[src/sv/bmt_pkg.sv]
package bmt_pkg;

    localparam int MAX_ROWS = 64;
    localparam int MAX_COLS = 64;

    // Rows are grouped in blocks of eight, one row of each block per RAM bank.
    localparam int ROW_BLKS   = MAX_ROWS / 8;
    localparam int COL_BYTES  = MAX_COLS / 8;
    localparam int RBLK_W     = (ROW_BLKS > 1) ? $clog2(ROW_BLKS) : 1;
    localparam int CB_W       = (COL_BYTES > 1) ? $clog2(COL_BYTES) : 1;
    localparam int BANK_AW    = RBLK_W + CB_W;
    localparam int BANK_DEPTH = 2 ** BANK_AW;

    localparam int REG_W = 7;
    localparam int CNT_W = 4;
    localparam int CMP_W = 16;
    localparam int ROW_BLK_CAP = (ROW_BLKS > 15) ? 15 : ROW_BLKS;
    localparam int COL_BYTE_CAP = (COL_BYTES > 15) ? 15 : COL_BYTES;

    localparam logic REG_ROW_COUNT = 1'b0;
    localparam logic REG_COL_COUNT = 1'b1;

    localparam logic CMD_LOAD = 1'b0;
    localparam logic CMD_READ = 1'b1;

    typedef enum logic [1:0] {
        ST_LOAD_OK = 2'd0,
        ST_DATA    = 2'd1,
        ST_REJECT  = 2'd2
    } status_t;

    typedef enum logic [1:0] {
        S_IDLE,
        S_RD_WAIT,
        S_OUT
    } state_t;

    typedef struct packed {
        logic load;
        logic read;
        logic reject;
        logic capture;
    } dp_cmd_t;

    typedef struct packed {
        logic full;
    } dp_stat_t;

    // Number of eight-wide groups that a size register selects, from 1 to max_grp.
    function automatic logic [CNT_W-1:0] eff_groups(input logic [REG_W-1:0] size_val,
                                                    input logic [CNT_W-1:0] max_grp);
        logic [CNT_W-1:0] grp;
        grp = size_val[REG_W-1:3];
        if (grp == '0) begin
            grp = CNT_W'(1);
        end
        if (grp > max_grp) begin
            grp = max_grp;
        end
        return grp;
    endfunction

endpackage

[src/sv/bmt_ram.sv]
module bmt_ram #(
    parameter int WIDTH = 8,
    parameter int DEPTH = 64
) (
    input  logic                     aclk,
    input  logic                     we,
    input  logic [$clog2(DEPTH)-1:0] waddr,
    input  logic [WIDTH-1:0]         wdata,
    input  logic                     re,
    input  logic [$clog2(DEPTH)-1:0] raddr,
    output logic [WIDTH-1:0]         rdata
);

    logic [WIDTH-1:0] mem [DEPTH];

    always_ff @(posedge aclk) begin
        if (we) begin
            mem[waddr] <= wdata;
        end
        if (re) begin
            rdata <= mem[raddr];
        end
    end

endmodule

[src/sv/bmt_ctrl.sv]
module bmt_ctrl (
    input  logic               aclk,
    input  logic               aresetn,
    input  logic               s_valid,
    output logic               s_ready,
    input  logic               s_command,
    output logic               m_valid,
    input  logic               m_ready,
    input  bmt_pkg::dp_stat_t  stat,
    output bmt_pkg::dp_cmd_t   cmd
);

    bmt_pkg::state_t state_reg;
    bmt_pkg::state_t state_next;

    always_ff @(posedge aclk) begin
        if (!aresetn) begin
            state_reg <= bmt_pkg::S_IDLE;
        end else begin
            state_reg <= state_next;
        end
    end

    always_comb begin
        state_next = state_reg;
        unique case (state_reg)
            bmt_pkg::S_IDLE: begin
                if (s_valid) begin
                    if (s_command == bmt_pkg::CMD_READ && stat.full) begin
                        state_next = bmt_pkg::S_RD_WAIT;
                    end else begin
                        state_next = bmt_pkg::S_OUT;
                    end
                end
            end
            bmt_pkg::S_RD_WAIT: begin
                state_next = bmt_pkg::S_OUT;
            end
            bmt_pkg::S_OUT: begin
                if (m_ready) begin
                    state_next = bmt_pkg::S_IDLE;
                end
            end
            default: begin
                state_next = bmt_pkg::S_IDLE;
            end
        endcase
    end

    always_comb begin
        s_ready     = 1'b0;
        m_valid     = 1'b0;
        cmd         = '0;
        unique case (state_reg)
            bmt_pkg::S_IDLE: begin
                s_ready = 1'b1;
                if (s_valid) begin
                    if (s_command == bmt_pkg::CMD_LOAD) begin
                        cmd.load   = !stat.full;
                        cmd.reject = stat.full;
                    end else begin
                        cmd.read   = stat.full;
                        cmd.reject = !stat.full;
                    end
                end
            end
            bmt_pkg::S_RD_WAIT: begin
                cmd.capture = 1'b1;
            end
            bmt_pkg::S_OUT: begin
                m_valid = 1'b1;
            end
            default: begin
                s_ready = 1'b0;
            end
        endcase
    end

endmodule

[src/sv/bmt_datapath.sv]
module bmt_datapath (
    input  logic                          aclk,
    input  logic                          aresetn,
    input  bmt_pkg::dp_cmd_t              cmd,
    output bmt_pkg::dp_stat_t             stat,
    input  logic [7:0]                    s_data_in,
    input  logic                          cfg_wr_en,
    input  logic                          cfg_index,
    input  logic [bmt_pkg::REG_W-1:0]     cfg_wdata,
    output logic [7:0]                    m_data_out,
    output logic                          m_last,
    output logic [1:0]                    m_status
);

    logic [bmt_pkg::REG_W-1:0] row_count_reg;
    logic [bmt_pkg::REG_W-1:0] col_count_reg;
    logic [bmt_pkg::CNT_W-1:0] row_blks;
    logic [bmt_pkg::CNT_W-1:0] col_bytes;

    // Load position: byte within the row, row within its block, block.
    logic [bmt_pkg::CB_W-1:0]   ld_byte_reg;
    logic [2:0]                 ld_lane_reg;
    logic [bmt_pkg::RBLK_W-1:0] ld_blk_reg;
    // Read position: row block, then column bit, then column byte.
    logic [bmt_pkg::RBLK_W-1:0] rd_blk_reg;
    logic [2:0]                 rd_bit_reg;
    logic [bmt_pkg::CB_W-1:0]   rd_byte_reg;
    logic                       full_reg;

    logic ld_byte_end;
    logic ld_blk_end;
    logic ld_last;
    logic rd_blk_end;
    logic rd_byte_end;
    logic rd_last;

    logic [2:0] sel_reg;
    logic       last_pend_reg;
    logic [7:0] out_data_reg;
    logic       out_last_reg;
    bmt_pkg::status_t out_status_reg;

    logic [7:0] bank_rdata [8];
    logic [7:0] gathered;

    assign row_blks  = bmt_pkg::eff_groups(row_count_reg, bmt_pkg::CNT_W'(bmt_pkg::ROW_BLK_CAP));
    assign col_bytes = bmt_pkg::eff_groups(col_count_reg,
                                           bmt_pkg::CNT_W'(bmt_pkg::COL_BYTE_CAP));

    assign ld_byte_end = bmt_pkg::CMP_W'(ld_byte_reg) == bmt_pkg::CMP_W'(col_bytes - 1'b1);
    assign ld_blk_end  = bmt_pkg::CMP_W'(ld_blk_reg) == bmt_pkg::CMP_W'(row_blks - 1'b1);
    assign ld_last     = ld_byte_end && (ld_lane_reg == 3'd7) && ld_blk_end;
    assign rd_blk_end  = bmt_pkg::CMP_W'(rd_blk_reg) == bmt_pkg::CMP_W'(row_blks - 1'b1);
    assign rd_byte_end = bmt_pkg::CMP_W'(rd_byte_reg) == bmt_pkg::CMP_W'(col_bytes - 1'b1);
    assign rd_last     = rd_blk_end && (rd_bit_reg == 3'd7) && rd_byte_end;

    assign stat.full = full_reg;

    always_ff @(posedge aclk) begin
        if (!aresetn) begin
            row_count_reg <= bmt_pkg::REG_W'(64);
            col_count_reg <= bmt_pkg::REG_W'(64);
        end else if (cfg_wr_en) begin
            unique case (cfg_index)
                bmt_pkg::REG_ROW_COUNT: row_count_reg <= cfg_wdata;
                bmt_pkg::REG_COL_COUNT: col_count_reg <= cfg_wdata;
                default: row_count_reg <= row_count_reg;
            endcase
        end
    end

    // A size write abandons whatever matrix is in progress.
    always_ff @(posedge aclk) begin
        if (!aresetn || cfg_wr_en) begin
            ld_byte_reg <= '0;
            ld_lane_reg <= '0;
            ld_blk_reg  <= '0;
            rd_blk_reg  <= '0;
            rd_bit_reg  <= '0;
            rd_byte_reg <= '0;
            full_reg    <= 1'b0;
        end else if (cmd.load) begin
            if (ld_last) begin
                ld_byte_reg <= '0;
                ld_lane_reg <= '0;
                ld_blk_reg  <= '0;
                rd_blk_reg  <= '0;
                rd_bit_reg  <= '0;
                rd_byte_reg <= '0;
                full_reg    <= 1'b1;
            end else if (ld_byte_end) begin
                ld_byte_reg <= '0;
                ld_lane_reg <= ld_lane_reg + 3'd1;
                if (ld_lane_reg == 3'd7) begin
                    ld_blk_reg <= ld_blk_reg + 1'b1;
                end
            end else begin
                ld_byte_reg <= ld_byte_reg + 1'b1;
            end
        end else if (cmd.read) begin
            if (rd_last) begin
                rd_blk_reg  <= '0;
                rd_bit_reg  <= '0;
                rd_byte_reg <= '0;
                full_reg    <= 1'b0;
            end else if (rd_blk_end) begin
                rd_blk_reg <= '0;
                rd_bit_reg <= rd_bit_reg + 3'd1;
                if (rd_bit_reg == 3'd7) begin
                    rd_byte_reg <= rd_byte_reg + 1'b1;
                end
            end else begin
                rd_blk_reg <= rd_blk_reg + 1'b1;
            end
        end
    end

    // Eight banks: row lane i of every block lives in bank i, so one read address
    // returns the same column byte of eight consecutive rows.
    for (genvar i = 0; i < 8; i++) begin : g_bank
        bmt_ram #(
            .WIDTH (8),
            .DEPTH (bmt_pkg::BANK_DEPTH)
        ) u_ram (
            .aclk  (aclk),
            .we    (cmd.load && (ld_lane_reg == 3'(i))),
            .waddr ({ld_blk_reg, ld_byte_reg}),
            .wdata (s_data_in),
            .re    (cmd.read),
            .raddr ({rd_blk_reg, rd_byte_reg}),
            .rdata (bank_rdata[i])
        );
        assign gathered[i] = bank_rdata[i][sel_reg];
    end

    always_ff @(posedge aclk) begin
        if (cmd.read) begin
            sel_reg       <= rd_bit_reg;
            last_pend_reg <= rd_last;
        end
        if (cmd.load) begin
            out_data_reg   <= '0;
            out_last_reg   <= 1'b0;
            out_status_reg <= bmt_pkg::ST_LOAD_OK;
        end else if (cmd.reject) begin
            out_data_reg   <= '0;
            out_last_reg   <= 1'b0;
            out_status_reg <= bmt_pkg::ST_REJECT;
        end else if (cmd.capture) begin
            out_data_reg   <= gathered;
            out_last_reg   <= last_pend_reg;
            out_status_reg <= bmt_pkg::ST_DATA;
        end
    end

    assign m_data_out = out_data_reg;
    assign m_last     = out_last_reg;
    assign m_status   = out_status_reg;

endmodule

[src/sv/bit_matrix_transpose.sv]
// Bit matrix transpose.
// Input channel (s_valid/s_ready): each beat carries s_command and s_data_in. A load
// command stores s_data_in as the next byte of the matrix, row-major; a read command
// returns the next byte of the transpose, column-major, once the matrix is full.
// Output channel (m_valid/m_ready): exactly one beat per input beat, with m_status
// giving load accepted, data valid or command rejected; m_last marks the final byte.
// Configuration: cfg_wr_en writes cfg_wdata to row_count (index 0) or col_count
// (index 1); any such write restarts loading. Write only while the block is idle.
// A load or rejected command is presented in the cycle after acceptance; a read first
// passes through the registered RAM read across eight banks into the output register.
// One beat is in flight at a time; the input is not ready while a result is pending.
// A stalled receiver holds the result in its output register and blocks new input.
// Reset: synchronous, active low; sizes return to 64x64, the block returns to loading.
// Matrix storage is not cleared; only bytes loaded for the current matrix are read.
module bit_matrix_transpose (
    input  logic                      aclk,
    input  logic                      aresetn,
    input  logic                      s_valid,
    output logic                      s_ready,
    input  logic                      s_command,
    input  logic [7:0]                s_data_in,
    output logic                      m_valid,
    input  logic                      m_ready,
    output logic [7:0]                m_data_out,
    output logic                      m_last,
    output logic [1:0]                m_status,
    input  logic                      cfg_wr_en,
    input  logic                      cfg_index,
    input  logic [bmt_pkg::REG_W-1:0] cfg_wdata
);

    bmt_pkg::dp_cmd_t  cmd;
    bmt_pkg::dp_stat_t stat;

    bmt_ctrl u_ctrl (
        .aclk      (aclk),
        .aresetn   (aresetn),
        .s_valid   (s_valid),
        .s_ready   (s_ready),
        .s_command (s_command),
        .m_valid   (m_valid),
        .m_ready   (m_ready),
        .stat      (stat),
        .cmd       (cmd)
    );

    bmt_datapath u_dp (
        .aclk       (aclk),
        .aresetn    (aresetn),
        .cmd        (cmd),
        .stat       (stat),
        .s_data_in  (s_data_in),
        .cfg_wr_en  (cfg_wr_en),
        .cfg_index  (cfg_index),
        .cfg_wdata  (cfg_wdata),
        .m_data_out (m_data_out),
        .m_last     (m_last),
        .m_status   (m_status)
    );

endmodule

[config.mk]
export PLATFORM = sky130hd
export DESIGN_NAME = bit_matrix_transpose
export DESIGN_NICKNAME = d
export VERILOG_FILES = /design/src/sv/bmt_pkg.sv /design/src/sv/bmt_ram.sv /design/src/sv/bmt_ctrl.sv /design/src/sv/bmt_datapath.sv /design/src/sv/bit_matrix_transpose.sv
export SDC_FILE = /design/constraint.sdc
export NUM_CORES = 2
export LEC_CHECK = 0
export BUFFER_PORTS_ARGS = -buffer_cell sky130_fd_sc_hd__buf_4
export CELL_PAD_IN_SITES_DETAIL_PLACEMENT = 1
export CELL_PAD_IN_SITES_GLOBAL_PLACEMENT = 2
export CORE_MARGIN = 1.5
export CORE_UTILIZATION = 52
export CTS_CLUSTER_DIAMETER = 120
export DETAILED_ROUTE_END_ITERATION = 10
export PLACE_DENSITY_LB_ADDON = 0.1
export SYNTH_ARGS = -nofsm -noshare
export SYNTH_HDL_FRONTEND = slang
export SYNTH_SLANG_ARGS = --single-unit
[constraint.sdc]
create_clock -name aclk -period 3.1 [get_ports aclk]
set_input_delay 0 -clock aclk [delete_from_list [all_inputs] [get_ports aclk]]
set_output_delay 0 -clock aclk [all_outputs]
set_load 0.005 [all_outputs]
# Yosys cells after proc, flatten, opt, wreduce, memory -nomap -nowiden
# Memories as Yosys holds them, arrays and structs flattened. A register that Yosys moved wholly into a read port is not among the register bits.
# Cells that the tools add are included.
# Widths: inputs -> output; s select.
[word_totals]
regBits = 50
ram_bits = 4096
inputBits = 22
word_cells = 165
n_memories = 8
[classes]
add_sub_neg = 8
n_lt_le_gt_ge = 3
eq_ne = 17
mux = 75
bitwise_logic = 1
n_reduce_logical = 37
[mem_list]
columns = ["memory", "depth", "word_bits", "read_ports", "rd_clocked_by_memory_dff", "write_ports", "line_no", "rtl"]
rows = [
  ["u_dp.g_bank[0].u_ram.mem", 64, 8, 1, 1, 1, "bmt_ram.sv:14", "logic [WIDTH-1:0] mem [DEPTH];"],
  ["u_dp.g_bank[1].u_ram.mem", 64, 8, 1, 1, 1, "bmt_ram.sv:14", ""],
  ["u_dp.g_bank[2].u_ram.mem", 64, 8, 1, 1, 1, "bmt_ram.sv:14", ""],
  ["u_dp.g_bank[3].u_ram.mem", 64, 8, 1, 1, 1, "bmt_ram.sv:14", ""],
  ["u_dp.g_bank[4].u_ram.mem", 64, 8, 1, 1, 1, "bmt_ram.sv:14", ""],
  ["u_dp.g_bank[5].u_ram.mem", 64, 8, 1, 1, 1, "bmt_ram.sv:14", ""],
  ["2 more memories", "n/a", "n/a", "n/a", "n/a", "n/a", "n/a", ""],
]
[op_table]
columns = ["op", "n"]
rows = [
  ["$mux 3", 23],
  ["$eq 3x16->1", 4],
  ["$mux 1", 34],
  ["$bmux 1 s3", 8],
  ["$add 3x1->3 const B", 6],
  ["$mux 4", 4],
  ["$eq 3x3->1 const B", 5],
  ["$logic_and 1x1->1", 13],
  ["$mux 2", 5],
  ["$reduce_and 2->1", 5],
  ["$reduce_bool 2->1", 5],
  ["$sub 4x1->5 const B", 2],
  ["$reduce_and 3->1", 3],
  ["$gt 4x4->1 const B", 2],
  ["$logic_not 4->1", 2],
  ["$eq 3x2->1 const B", 2],
  ["$ne 2x2->1 const B", 3],
  ["$pmux 2 s3", 1],
  ["$reduce_bool 3->1", 2],
  ["$lt 3x4->1 const B", 1],
  ["$reduce_and 4->1", 1],
  ["$eq 3x1->1 const B", 1],
  ["$logic_not 3->1", 1],
  ["$eq 2x1->1 const B", 1],
  ["6 further kinds", 7],
]

# Depth between registers and ports, before layout
[depth]
word_depth = 11
depth_mapped = 10

# By module
# A second synthesis with hierarchy kept.
[unflattened]
hier_cells = 7811
hier_area_um2 = 164859.4
[by_module_without_submodules]
columns = ["module", "instances", "cells_each", "area_per_inst_um2", "seq_area_each_um2"]
rows = [
  ["bmt_ram", 8, 940, 20246.9, 15615.0],
  ["bmt_datapath", 1, 273, 2738.9, 880.8],
  ["bmt_ctrl", 1, 18, 145.1, 40.0],
]

# Worst setup path before layout
# No wires, ideal clock.
[synth_timing]
kind = "register to register"
startpoint = "reg u_ctrl.state_reg[1]"
endpoint = "reg u_dp.g_bank[0].u_ram.rdata[0] (read register of u_dp.g_bank[0].u_ram.mem), enable pin"
setup_ns = 0.434
arrival_ns = 2.222
path_slack_ns = 0.444
path_stages_with_launch = 3
path_cell_list = "dfxtp_1 -> nor2_2 -> and3_1"
[synth_rtl]
columns = ["element", "line_no", "rtl"]
rows = [
  ["from (decl)", "bmt_ctrl.sv:13", "bmt_pkg::state_t state_reg;"],
  ["from (signal assigned)", "bmt_ctrl.sv:18", "state_reg <= bmt_pkg::S_IDLE;"],
  ["from (signal assigned)", "bmt_ctrl.sv:20", "state_reg <= state_next;"],
  ["to (decl)", "bmt_ram.sv:11", "output logic [WIDTH-1:0] rdata"],
]

==> results.toml <==
[worst_setup_path]
rr_worst_depth = 7
cp.arrival_ns = 3.65
slowest_delay_ns = 0.57
worstPathRequired_ns = 3.78
crit_type = "reg -> reg"
critPathBufInv = 3
start_kind = "register"
cp-end-kind = "register"
cp_top_family = "multiplexers"
slowest_stage = "mux4_2"
crit_path_max_fanout = 51
cp.depth = 7
path_cells = "buf_12 > buf_4 > mux4_2 > mux4_2 > a22oi_1 > buf_4 > a21oi_1"

[route]
drt_iter0_markers = 8505
wl_per_cell_um = 34.25
dr.pass1.iters = 5
ant_nets = 0
num_vias = 79000
via_per_inst = 6.263
routed_wl_um = 432000
drc = 0

[synth]
synthCells = 7035
syn-cell-area_sq_mm = 0.1623
syn_nets = 7073
ys.flop_type = "edfxtp_1"
syn_avg_cell_area_sq_um = 23.06
async_reset_ff_frac = 0
synth_edf_count = 4164
seq_area_frac_synth = 0.7756
synth_cell_type_count = 53
ys_ff_latch = 4204
ys_warn_count = 0

[layout]
drive_gt1_frac = 0.3426
num-nets-final = 8178
regMostFlops = "u_dp.g_bank.u_ram.mem"
final_common_cell = "edfxtp_1"
final_util = 0.6124
n_fill_cell = 24870
ff_latch_area_sq_mm = 0.1259
syn2layout_area_growth_pct = 16.86
layout_common_cells = "4,164 x edfxtp_1, 1,232 x mux4_2, 900 x buf_4, 539 x nor2_1, 432 x clkbuf_16"
largest_register_ffs = 4096
multi_input_area_sq_mm = 0.03473

[grt]
grt_pass1_vias = 83190
met2_usage = 0.4483
grt_most_used_layer = "met2"
grt_max_degree = 160
antenna_found_initial = 14
grt_pass1_wl_um = 621100
track_usage = 0.2769
grtUsageMet1 = 0.4039
grt-ovfl-total = 0
gr-usage-met3 = 0.03384

[clocking]
worstSkewPairLatency_ns = 0.96
clkTransAtPathRegs_ns = 0.06
h-tree-depth = 5
tritoncts = "built"
cts_made_buffers = 423
root_buffer = "clkbuf_16"
cts.sinks = 4204
cts_buffer_depth = 4

[timing]
setup_slack_ns = 0.1266
rsz0062_at_grt = "no"
hold_viol = 0
period_needed_ns = 2.973
fin_skew_ns = 0.03747
setup_viol = 0
relSlewSlack = 0.1451
period_share = 0.9592
worstMarginPinSlew_ns = 1.279
fmax_mhz = 336.3
finalMaxSlewViolations = 0

[floorplanning]
ioPinCount = 35
num_rows = 204
die-area_sq_mm = 0.3154
start_util = 0.5241
die-width_um = 561.6
die_y_um = 561.6
core_sq_mm = 0.3096

[pwr]
p_leak_nw = 58.52
power.density_mw_per_mm2 = 607.1
finalPower_mw = 115.1
peakVddDrop_v = 0.0006024

[outcome]
status = "completed"

[flow_run]
cap_violations = 0

[placed_design]
pre_cts_ws_ns = -0.01181
hpwl_um = 273500
gp_congestion = 0.8121
port_buffers = 31

[worst_hold_path]
min_path_type = "in -> reg"
min_path_cells = 2
[metal layers]
layer | wire, um | part of all wire
met3 | 26900 | 0.062
met2 | 213200 | 0.49
met1 | 179700 | 0.42
met5 | 0 | 0
met4 | 12210 | 0.028
[synth_stat cells, types with 8 or more instances]
master,count,share of area
edfxtp_1,4164,0.77
mux4_2,1232,0.17
nor2_1,546,0.013
clkbuf_1,209,0.0048
mux2i_1,208,0.013
a22oi_1,128,0.0059
nand2_1,98,0.0023
buf_2,94,0.0029
a21oi_1,75,0.0023
buf_1,63,0.0015
dfxtp_1,40,0.0049
buf_4,36,0.0017
ha_1,16,0.0012
nand3_1,12,0.00037
inv_1,10,0.00023
nor2b_1,10,0.00039
xnor2_1,9,0.00049
a211oi_1,8,0.00037
nand2b_1,8,0.00031
[metrics by stage]
| stage | hold slack (ns) | instances | setup TNS (ns) | cell area (sq um) |
|---|---|---|---|---|
| floorplan | 0.09887 | 7035 | 0 | 162300 |
| global placement | 0.2486 | 11790 | 0 | 175300 |
| detailed placement | 0.2557 | 11790 | -0.01181 | 175300 |
| CTS | 0.05000 | 12600 | 0 | 189500 |
| global route | 0.1193 | 12610 | 0 | 189600 |
| finish | 0.1026 | 12610 | 0 | 189600 |
[timing repair]
| action | 4_1_cts | 5_1_grt |
|---|---|---|
| setup endpoints to repair | 1 | 20 |
| setup buffers | 0 | 6 |
| cloned | 0 | 0 |
| hold buffers | 40 | 0 |
| pin swaps | 0 | 0 |
| resized for setup | 1 | 3 |
| hold endpoints to repair | 3485 | 0 |
[worst register-to-register path, stage by stage (launching register included)]
cell and delay, ns:
dfxtp_4 0.51, buf_12 0.32, buf_4 0.41, mux4_2 0.37, mux4_2 0.57, a22oi_1 0.32, buf_4 0.17, a21oi_1 0.03
[cells by family after synthesis]
| family | Yosys count | synth area share |
|---|---|---|
| simple gates | 711 | 0.01754 |
| buf+inv | 414 | 0.01114 |
| flops | 4204 | 0.7756 |
| compound gates | 234 | 0.009801 |
| fa+ha+maj | 16 | 0.001234 |
| mux | 1440 | 0.1838 |
| xor+xnor | 16 | 0.0008637 |
[where the power goes]
group	switching, mW	internal (mW)
Sequential	0.0146	62.4
Clock	21.5	29.8
Combinational	1.09	0.235
[path summary, 6_finish.rpt]
| path | start | end | slack (ns) |
|---|---|---|---|
| worst max-delay path | u_dp.rd_byte_reg[1] | u_dp.g_bank[3].u_ram.rdata[7] | 0.13 |
| worst min-delay path | s_data_in[0] | u_dp.g_bank[1].u_ram.mem[31][0] | 0.10 |
| worst max register to register | u_dp.rd_byte_reg[1] | u_dp.g_bank[3].u_ram.rdata[7] | 0.13 |
| worst min register to register | u_dp.rd_bit_reg[2] | u_dp.sel_reg[2] | 0.48 |
[cell type report]
cell class / instances / share of cell area
clock inverters: 255 / 0.01399
inverters: 11 / 0.0002441
well taps: 4120 / 0.02719
clock buffers: 518 / 0.05887
multi-input cells: 2417 / 0.1832
flip-flops and latches: 4204 / 0.6638
repair buffers: 1083 / 0.05268
diodes: 6 / 0.00007918
(Power assumes the default switching activity.)
